### src/sv/cfa_pkg.sv
// Shared constants and types of the contiguous fit allocator.
package cfa_pkg;

   // Geometry of the occupancy map; one memory word holds one cell.
   localparam int MAP_CELLS = 128;
   localparam int IDX_W     = $clog2(MAP_CELLS);
   localparam int LEN_W     = IDX_W + 1;

   // Field widths of the request, response and register words.
   localparam int SIZE_W   = 8;
   localparam int START_W  = 7;
   localparam int ADDR_W   = 7;
   localparam int HOLE_W   = 7;
   localparam int USED_W   = 8;
   localparam int POLICY_W = 2;

   localparam logic [IDX_W-1:0] LAST_IDX = IDX_W'(MAP_CELLS - 1);

   // Search policy held in the configuration register.
   typedef enum logic [POLICY_W-1:0] {
      FIT_FIRST = 2'd0,
      FIT_BEST  = 2'd1,
      FIT_NEXT  = 2'd2,
      FIT_WORST = 2'd3
   } fit_policy_type;

   // Request operation codes.
   typedef enum logic [0:0] {
      OP_ALLOC = 1'b0,
      OP_FREE  = 1'b1
   } opcode_type;

endpackage

### src/sv/contiguous_fit_allocator_unit.sv
// Top level of the contiguous fit allocator: occupancy memory, scan and update sequencer.
//
//   Channel    Handshake            Word carried
//   ---------  -------------------  ----------------------------------------------
//   request    start high, busy low  req_opcode, req_run_size, req_free_start
//   response   rsp_strobe (1 cycle)  rsp_granted_address, rsp_no_space,
//                                    rsp_hole_count, rsp_used_cells
//   register   csr_wr_en             csr_wr_data (fit policy)
//
// A free word takes one pass over the 128-entry occupancy memory, one cell per cycle, that
// rewrites the run and counts statistics, before its response strobe. An allocate word with a
// legal size takes a search pass over the memory, then the same update pass. The single read
// port of the occupancy memory keeps the two passes apart.
// After reset a clearing pass writes every cell free; busy stays high throughout it.
// The response is presented for exactly one cycle and cannot be held off; busy is already low
// in that cycle, so the next word may be accepted while the response is shown.
module contiguous_fit_allocator_unit (
   input  logic                          clock,
   input  logic                          reset,
   input  logic                          start,
   output logic                          busy,
   input  logic                          req_opcode,
   input  logic [cfa_pkg::SIZE_W-1:0]    req_run_size,
   input  logic [cfa_pkg::START_W-1:0]   req_free_start,
   output logic                          rsp_strobe,
   output logic [cfa_pkg::ADDR_W-1:0]    rsp_granted_address,
   output logic                          rsp_no_space,
   output logic [cfa_pkg::HOLE_W-1:0]    rsp_hole_count,
   output logic [cfa_pkg::USED_W-1:0]    rsp_used_cells,
   input  logic                          csr_wr_en,
   input  logic [cfa_pkg::POLICY_W-1:0]  csr_wr_data
);
   import cfa_pkg::*;

   typedef enum logic [2:0] {
      ST_CLEAR,
      ST_IDLE,
      ST_SCAN,
      ST_SCAN_LAST,
      ST_UPDATE,
      ST_UPDATE_LAST
   } state_type;

   // Occupancy memory, one bit per cell, registered read.
   logic                   occ_mem [MAP_CELLS];
   logic                   rd_data_ff;
   logic                   mem_we;
   logic [IDX_W-1:0]       mem_waddr;
   logic                   mem_wdata;

   // Sequencer and pipeline control.
   state_type              state_ff;
   logic [IDX_W-1:0]       cnt_ff;
   logic                   pend_ff;
   logic [IDX_W-1:0]       pend_idx_ff;
   fit_policy_type         policy_ff;
   logic [IDX_W-1:0]       ptr_ff;

   // Latched request word.
   logic [SIZE_W-1:0]      size_ff;

   // Search state.
   logic [LEN_W-1:0]       run_ff;
   logic [LEN_W-1:0]       run_in;
   logic                   found_hi_ff;
   logic                   found_hi_in;
   logic [IDX_W-1:0]       addr_hi_ff;
   logic [IDX_W-1:0]       addr_hi_in;
   logic                   found_lo_ff;
   logic                   found_lo_in;
   logic [IDX_W-1:0]       addr_lo_ff;
   logic [IDX_W-1:0]       addr_lo_in;
   logic [LEN_W-1:0]       best_len_ff;
   logic [LEN_W-1:0]       best_len_in;

   // Update pass state.
   logic                   upd_en_ff;
   logic                   upd_val_ff;
   logic [IDX_W-1:0]       upd_start_ff;
   logic [SIZE_W-1:0]      upd_len_ff;
   logic [ADDR_W-1:0]      res_addr_ff;
   logic                   res_full_ff;
   logic [USED_W-1:0]      used_ff;
   logic [USED_W-1:0]      used_in;
   logic [HOLE_W-1:0]      holes_ff;
   logic [HOLE_W-1:0]      holes_in;
   logic                   prev_v_ff;

   // Registered response word.
   logic                   rsp_strobe_ff;
   logic [ADDR_W-1:0]      rsp_addr_ff;
   logic                   rsp_full_ff;
   logic [HOLE_W-1:0]      rsp_holes_ff;
   logic [USED_W-1:0]      rsp_used_ff;

   // Combinational helpers.
   logic                   scan_act;
   logic                   upd_act;
   logic                   scan_init;
   logic                   stat_clr;
   logic                   is_last;
   logic [IDX_W-1:0]       eff_ptr;
   logic [LEN_W-1:0]       run_base;
   logic [LEN_W-1:0]       run_new;
   logic [LEN_W-1:0]       size_len;
   logic [LEN_W-1:0]       lin_tmp;
   logic                   lin_hit;
   logic                   in_hi;
   logic [LEN_W-1:0]       hole_len;
   logic                   hole_evt;
   logic [IDX_W-1:0]       hole_addr;
   logic                   hole_take;
   logic                   grant_ok;
   logic [IDX_W-1:0]       grant_addr;
   logic [SIZE_W-1:0]      rel;
   logic                   in_run;
   logic                   new_v;
   logic                   size_ok;

   assign scan_act  = pend_ff && ((state_ff == ST_SCAN) || (state_ff == ST_SCAN_LAST));
   assign upd_act   = pend_ff && ((state_ff == ST_UPDATE) || (state_ff == ST_UPDATE_LAST));
   assign scan_init = (state_ff == ST_IDLE) && start;
   assign stat_clr  = scan_init || (state_ff == ST_SCAN_LAST);
   assign is_last   = (pend_idx_ff == LAST_IDX);
   assign size_ok   = (req_run_size != '0) && (req_run_size <= SIZE_W'(MAP_CELLS));

   // Per-cell search step; next fit splits the map at the pointer, the others start at zero.
   assign eff_ptr   = (policy_ff == FIT_NEXT) ? ptr_ff : '0;
   assign run_base  = (pend_idx_ff == eff_ptr) ? '0 : run_ff;
   assign run_new   = rd_data_ff ? '0 : run_base + 1'b1;
   assign size_len  = LEN_W'(size_ff);
   assign lin_hit   = !rd_data_ff && (run_new == size_len);
   assign lin_tmp   = LEN_W'(pend_idx_ff) + LEN_W'(1) - size_len;
   assign in_hi     = (pend_idx_ff >= eff_ptr);
   assign hole_len  = rd_data_ff ? run_ff : run_ff + 1'b1;
   assign hole_evt  = (rd_data_ff || is_last) && (hole_len != '0) && (hole_len >= size_len);
   assign hole_addr = pend_idx_ff - run_ff[IDX_W-1:0];
   assign hole_take = !found_hi_ff ||
                      ((policy_ff == FIT_WORST) ? (hole_len > best_len_ff)
                                                : (hole_len < best_len_ff));

   // The search state starts afresh when a word is accepted.
   always_comb begin
      run_in      = run_ff;
      found_hi_in = found_hi_ff;
      addr_hi_in  = addr_hi_ff;
      found_lo_in = found_lo_ff;
      addr_lo_in  = addr_lo_ff;
      best_len_in = best_len_ff;
      if (scan_init) begin
         run_in      = '0;
         found_hi_in = 1'b0;
         found_lo_in = 1'b0;
         best_len_in = '0;
      end else if (scan_act) begin
         run_in = run_new;
         if ((policy_ff == FIT_BEST) || (policy_ff == FIT_WORST)) begin
            if (hole_evt && hole_take) begin
               found_hi_in = 1'b1;
               addr_hi_in  = hole_addr;
               best_len_in = hole_len;
            end
         end else if (lin_hit) begin
            if (in_hi) begin
               if (!found_hi_ff) begin
                  found_hi_in = 1'b1;
                  addr_hi_in  = lin_tmp[IDX_W-1:0];
               end
            end else if (!found_lo_ff) begin
               found_lo_in = 1'b1;
               addr_lo_in  = lin_tmp[IDX_W-1:0];
            end
         end
      end
   end

   // A run found above the pointer wins over one found below it.
   assign grant_ok   = found_hi_in || found_lo_in;
   assign grant_addr = found_hi_in ? addr_hi_in : addr_lo_in;

   // Per-cell update step: rewrite cells inside the run and count statistics on the new map.
   assign rel    = SIZE_W'(pend_idx_ff) - SIZE_W'(upd_start_ff);
   assign in_run = upd_en_ff && (pend_idx_ff >= upd_start_ff) && (rel < upd_len_ff);
   assign new_v  = in_run ? upd_val_ff : rd_data_ff;

   // The counters are cleared before every update pass.
   always_comb begin
      used_in  = used_ff;
      holes_in = holes_ff;
      if (stat_clr) begin
         used_in  = '0;
         holes_in = '0;
      end else if (upd_act) begin
         used_in = used_ff + USED_W'(new_v);
         if (!new_v && ((pend_idx_ff == '0) || prev_v_ff)) begin
            holes_in = holes_ff + 1'b1;
         end
      end
   end

   // Memory write port: clearing pass after reset, otherwise the update pass.
   assign mem_we    = (state_ff == ST_CLEAR) || upd_act;
   assign mem_waddr = (state_ff == ST_CLEAR) ? cnt_ff : pend_idx_ff;
   assign mem_wdata = (state_ff == ST_CLEAR) ? 1'b0 : new_v;

   always_ff @(posedge clock) begin
      if (mem_we) begin
         occ_mem[mem_waddr] <= mem_wdata;
      end
      rd_data_ff <= occ_mem[cnt_ff];
   end

   // Sequencer with its datapath and response registers.
   always_ff @(posedge clock) begin
      if (reset) begin
         state_ff      <= ST_CLEAR;
         cnt_ff        <= '0;
         pend_ff       <= 1'b0;
         policy_ff     <= FIT_FIRST;
         ptr_ff        <= '0;
         rsp_strobe_ff <= 1'b0;
      end else begin
         pend_ff       <= (state_ff == ST_SCAN) || (state_ff == ST_UPDATE);
         pend_idx_ff   <= cnt_ff;
         rsp_strobe_ff <= (state_ff == ST_UPDATE_LAST);
         run_ff        <= run_in;
         found_hi_ff   <= found_hi_in;
         addr_hi_ff    <= addr_hi_in;
         found_lo_ff   <= found_lo_in;
         addr_lo_ff    <= addr_lo_in;
         best_len_ff   <= best_len_in;
         used_ff       <= used_in;
         holes_ff      <= holes_in;
         if (upd_act) begin
            prev_v_ff <= new_v;
         end
         if (csr_wr_en) begin
            policy_ff <= fit_policy_type'(csr_wr_data);
         end
         unique case (state_ff)
            ST_CLEAR: begin
               cnt_ff <= cnt_ff + 1'b1;
               if (cnt_ff == LAST_IDX) begin
                  state_ff <= ST_IDLE;
               end
            end
            ST_IDLE: begin
               if (start) begin
                  size_ff <= req_run_size;
                  cnt_ff  <= '0;
                  if (req_opcode == OP_FREE) begin
                     upd_en_ff    <= 1'b1;
                     upd_val_ff   <= 1'b0;
                     upd_start_ff <= req_free_start;
                     upd_len_ff   <= req_run_size;
                     res_addr_ff  <= '0;
                     res_full_ff  <= 1'b0;
                     state_ff     <= ST_UPDATE;
                  end else if (size_ok) begin
                     state_ff <= ST_SCAN;
                  end else begin
                     upd_en_ff   <= 1'b0;
                     res_addr_ff <= '0;
                     res_full_ff <= 1'b1;
                     ptr_ff      <= '0;
                     state_ff    <= ST_UPDATE;
                  end
               end
            end
            ST_SCAN: begin
               cnt_ff <= cnt_ff + 1'b1;
               if (cnt_ff == LAST_IDX) begin
                  state_ff <= ST_SCAN_LAST;
               end
            end
            ST_SCAN_LAST: begin
               cnt_ff <= '0;
               if (grant_ok) begin
                  upd_en_ff    <= 1'b1;
                  upd_val_ff   <= 1'b1;
                  upd_start_ff <= grant_addr;
                  upd_len_ff   <= size_ff;
                  res_addr_ff  <= ADDR_W'(grant_addr);
                  res_full_ff  <= 1'b0;
                  ptr_ff       <= grant_addr;
               end else begin
                  upd_en_ff   <= 1'b0;
                  res_addr_ff <= '0;
                  res_full_ff <= 1'b1;
                  ptr_ff      <= '0;
               end
               state_ff <= ST_UPDATE;
            end
            ST_UPDATE: begin
               cnt_ff <= cnt_ff + 1'b1;
               if (cnt_ff == LAST_IDX) begin
                  state_ff <= ST_UPDATE_LAST;
               end
            end
            ST_UPDATE_LAST: begin
               rsp_addr_ff  <= res_addr_ff;
               rsp_full_ff  <= res_full_ff;
               rsp_holes_ff <= holes_in;
               rsp_used_ff  <= used_in;
               state_ff     <= ST_IDLE;
            end
            default: begin
               state_ff <= ST_IDLE;
            end
         endcase
      end
   end

   assign busy                = (state_ff != ST_IDLE);
   assign rsp_strobe          = rsp_strobe_ff;
   assign rsp_granted_address = rsp_addr_ff;
   assign rsp_no_space        = rsp_full_ff;
   assign rsp_hole_count      = rsp_holes_ff;
   assign rsp_used_cells      = rsp_used_ff;

   // A response word only follows the last cell of an update pass.
   assert property (@(posedge clock) disable iff (reset)
      rsp_strobe_ff |-> $past(state_ff == ST_UPDATE_LAST))
      else $error("response strobe without a finished update pass");

   // A failed allocation never reports a granted address.
   assert property (@(posedge clock) disable iff (reset)
      (rsp_strobe_ff && rsp_full_ff) |-> (rsp_addr_ff == '0))
      else $error("no_space response carries a non-zero address");

   // The update pass never writes the cell that it is reading in the same cycle.
   assert property (@(posedge clock) disable iff (reset)
      upd_act |-> (mem_waddr != cnt_ff))
      else $error("update pass writes the entry under read");

   // Statistics stay within the size of the map.
   assert property (@(posedge clock) disable iff (reset)
      rsp_strobe_ff |-> ((rsp_used_ff <= USED_W'(MAP_CELLS)) &&
                         (rsp_holes_ff <= HOLE_W'(MAP_CELLS / 2))))
      else $error("response statistics exceed the map size");

   // The block only goes idle after a response or at the end of the clearing pass.
   assert property (@(posedge clock) disable iff (reset)
      $fell(busy) |-> (rsp_strobe_ff || $past(state_ff == ST_CLEAR)))
      else $error("busy dropped without a response");

endmodule
### config.mk
export PLATFORM = sky130hd
export DESIGN_NAME = contiguous_fit_allocator_unit
export DESIGN_NICKNAME = d
export VERILOG_FILES = /design/src/sv/cfa_pkg.sv /design/src/sv/contiguous_fit_allocator_unit.sv
export SDC_FILE = /design/constraint.sdc
export NUM_CORES = 1
export LEC_CHECK = 0
export BUFFER_PORTS_ARGS = -buffer_cell sky130_fd_sc_hd__buf_4
export CAP_MARGIN = 20
export CELL_PAD_IN_SITES_DETAIL_PLACEMENT = 1
export CELL_PAD_IN_SITES_GLOBAL_PLACEMENT = 1
export CORE_MARGIN = 1
export CORE_UTILIZATION = 40
export CTS_BUF_LIST = sky130_fd_sc_hd__clkbuf_4
export DETAILED_ROUTE_END_ITERATION = 8
export GPL_TIMING_DRIVEN = 0
export PLACE_DENSITY_LB_ADDON = 0.1
export SYNTH_ARGS = -nofsm -noshare
export SYNTH_HDL_FRONTEND = slang
export SYNTH_SLANG_ARGS = --single-unit
### constraint.sdc
create_clock -name clock -period 7.2 [get_ports clock]
set_clock_uncertainty 0.05 [all_clocks]
set_input_delay 0.72 -clock clock [delete_from_list [all_inputs] [get_ports clock]]
set_output_delay 0.72 -clock clock [all_outputs]
set_load 0.1 [all_outputs]
==> flow_metrics.py <==
metrics = {
    "run_status": {
        "run_status": "completed",
    },
    "yosys": {
        "async_reset_ff_share_pct": 0,
        "yosysTopAreaCell": "edfxtp_1",
        "syn_area_sq_um": 13740,
        "ys_warn_count": 0,
        "yosys.cell_types.count": 80,
        "yosys.cell_count.top_type": "edfxtp_1",
        "ys_top_cells_by_count": "edfxtp_1, nor2_1, nand2_1",
        "ys_seq_elements": 261,
        "synth_top_area_share_pct": 52.25,
        "synth_edf_count": 239,
        "postSynthAreaPerCell_sq_um": 11.82,
        "syn_nets": 1247,
        "ys_seq_area_share_pct": 55.45,
        "ys.flop_type": "edfxtp_1",
        "netlist_instances": 1162,
        "synth_area_leaders": "edfxtp_1, mux4_2, ha_1, nor2_1, dfxtp_1",
    },
    "hold_path": {
        "hold_class": "input port to register",
    },
    "power": {
        "pwr-share-seq_pct": 49.9,
        "power_frac_comb_pct": 7.6,
        "power.total_mw": 3.354,
        "ir_worst_vdd_mv": 0.1304,
        "p_int_mw": 2.512,
        "power.density_nw_per_um2": 212.8,
        "netSwitchingFraction_pct": 25.09,
        "p_leak_nw": 5.549,
        "p_clk_share_pct": 42.4,
        "p_sw_mw": 0.8415,
    },
    "grt": {
        "antenna_found_initial": 2,
        "grt_max_degree": 98,
        "first_global_vias": 10090,
        "grt_overflow_total": 0,
        "grtUsageTotal_pct": 22.58,
        "grt_first_pass_wirelength_mm": 59.45,
    },
    "cts": {
        "htreeDepth": 3,
        "post-cts-setup-buffers": 0,
        "post_cts_resized": 0,
        "cts_made_buffers": 75,
        "clkTransAtPathRegs_ns": 0.06,
        "numClockSinks": 261,
        "clockBufferDepth": 3,
        "clk_latency_ns": 0.77,
        "cts_hold_buf": 0,
        "clockRootBuffer": "clkbuf_4",
        "cts_tree": "yes",
    },
    "route": {
        "num_vias": 9709,
        "postRouteAntennaNets": 0,
        "routed_wl_mm": 38.20,
        "vias_per_cell": 5.379,
        "drc": 0,
        "drt_iter0_drc": 584,
        "routedWlPerCell_um": 21.16,
        "dr.pass1.iters": 5,
    },
    "worst_setup_path": {
        "path_delay_family": "simple AND/OR/NAND/NOR gates",
        "cp-start-kind": "register",
        "cp_common_cell": "buf_4",
        "crit_slowest_cell": "nor2b_1",
        "crit_chain": "clkbuf_1 -> nor2b_1 -> nand2_1 -> ha_1 -> and4_1 -> clkbuf_1 -> a21boi_1 -> ha_1 -> buf_2 -> o21bai_1 -> a31o_1 -> o31a_1 -> nor4_4 -> nand3_1 -> or3_1 -> o22a_2 -> inv_2 -> buf_4 -> nor3_1 -> nor4_2 -> buf_4 -> buf_4",
        "path_class": "register to register",
        "worst_path_largest_cell_delay_ns": 0.51,
        "timing.critical_path.buf_inv": 7,
        "crit_required_ns": 7.59,
        "worstPathMaxFanout": 10,
        "endpoint_kind": "register",
        "critPathArrivalTime_ns": 6.39,
    },
    "place": {
        "place_inst": 1663,
        "port_buffers": 46,
        "place_ws_ns": 1.141,
        "gp_congestion": 0.8314,
        "dp_hpwl_mm": 27.18,
        "dpl_cell_area_sq_um": 14750,
    },
    "layout": {
        "multiInputGateArea_sq_um": 5613,
        "syn_to_final_growth_pct": 14.76,
        "fill_cells": 3715,
        "final_cells": 1805,
        "layout.nets": 1379,
        "final_cell_area_sq_um": 15760,
        "regArea_sq_um": 7617,
        "drive_gt1_share_pct": 20.25,
    },
    "sta": {
        "grt_setup_unrepaired": "false",
        "min_period_over_period_pct": 83.33,
        "final_max_slew_viol_count": 0,
        "worst_pin_slew_ns": 0.9715,
        "setup_tns_ns": 0,
        "min_period_ns": 6.000,
        "max_freq_ghz": 0.1667,
        "setup_viol": 0,
        "final_hold_viol_count": 0,
        "setup_ws_ns": 1.200,
        "relSlewSlack_pct": 34.68,
    },
    "die": {
        "die_x_um": 187.3,
        "core_sq_um": 33700,
        "die-area_sq_um": 35090,
        "die_h_um": 187.3,
        "ios": 47,
        "initial_core_util_pct": 40.76,
        "rows": 67,
    },
    "job": {
        "maxCapViolCount": 0,
    },
}
## final cells by class
cell class / count / area share (%)
repair buffers: 55 / 2.873
well taps: 448 / 3.556
plain buffers: 57 / 1.675
clock inverters: 15 / 0.4524
inverters: 71 / 1.691
diodes: 4 / 0.06350
clock buffers: 121 / 5.762
flip-flops and latches: 261 / 48.32
multi-input cells: 773 / 35.61
## final timing paths
| check | from | end | slack, ns | cells after the start |
|---|---|---|---|---|
| min | req_run_size[6] | size_ff[6] | 0.13 | 1 |
| max | policy_ff[0] | upd_start_ff[0] | 1.20 | 22 |
| max reg2reg | policy_ff[0] | upd_start_ff[0] | 1.20 | 22 |
| min reg2reg | res_full_ff | rsp_no_space | 0.37 | 0 |
## worst reg2reg max path: stages (launching register included)
cell      delay (ns)
dfxtp_1         0.39
clkbuf_1        0.29
nor2b_1         0.51
nand2_1         0.14
ha_1            0.33
and4_1          0.21
clkbuf_1        0.17
a21boi_1        0.32
ha_1            0.20
buf_2           0.22
o21bai_1        0.09
a31o_1          0.20
o31a_1          0.27
nor4_4          0.36
nand3_1         0.23
or3_1           0.44
o22a_2          0.29
inv_2           0.08
buf_4           0.17
nor3_1          0.10
nor4_2          0.22
buf_4           0.24
buf_4           0.20
## logic make-up after synthesis
group                    count (synthesis)  synth area share [%]
flip-flops                             261                 55.45
adder cells (fa/ha/maj)                 63                 5.902
multiplexers                            63                 8.498
buffers and inverters                  128                 3.862
AO/OA/AOI/OAI                          155                 7.842
AND/OR/NAND/NOR                        447                 15.48
XOR/XNOR                                45                 2.969
## per-layer routing
layer	wire length [um]	GRT usage (%)	up-vias
met3	1783	4.916	75
met1	16390	28.35	4827
met2	18920	37.70	207
li1	-	-	4600
met5	0	0	-
met4	1107	9.332	0
## power groups by stage
stage	Combinational (mW)	Sequential (mW)	Clock [mW]
finish	0.256	1.67	1.42
global route	0.284	1.68	1.55
CTS	0.259	1.67	1.48
detailed placement	0.257	1.71	0
global placement	0.252	1.71	0
floorplan	0.167	1.70	0
## sequential cells by signal (all words and copies together), names as in the netlist, 2 cells and up
name                 count
upd_len_ff               8
occ_mem                128
policy_ff                2
res_addr_ff              7
best_len_ff              8
rsp_hole_count           7
rsp_granted_address      7
upd_start_ff             7
holes_ff                 7
pend_idx_ff              7
cnt_ff                   7
rsp_used_cells           8
state_ff                 3
addr_lo_ff               7
ptr_ff                   7
size_ff                  8
addr_hi_ff               7
used_ff                  8
run_ff                   8
## per-stage QoR
stage	util [%]	hold slack, ns
2_1_floorplan	-	0.3503
3_3_place_gp	43.45	0.3588
3_5_place_dp	43.78	0.3557
4_1_cts	46.69	0.05426
5_1_grt	46.78	0.06059
6_report	46.78	0.1322
## layout by cell type, fill, tap and decap left out, types with 12 or more instances in the layout
cell,n
inv_1,68
nand2_1,91
o21ai_0,30
nor2_1,187
nand3b_1,14
clkbuf_1,38
ha_1,60
buf_4,51
xnor2_1,26
xor2_1,18
nand3_1,35
clkbuf_4,121
nand4_1,13
mux2i_1,12
a21oi_1,41
dfxtp_1,22
nor3_1,24
mux4_2,42
edfxtp_1,239
Power figures use the tool's default switching activity.
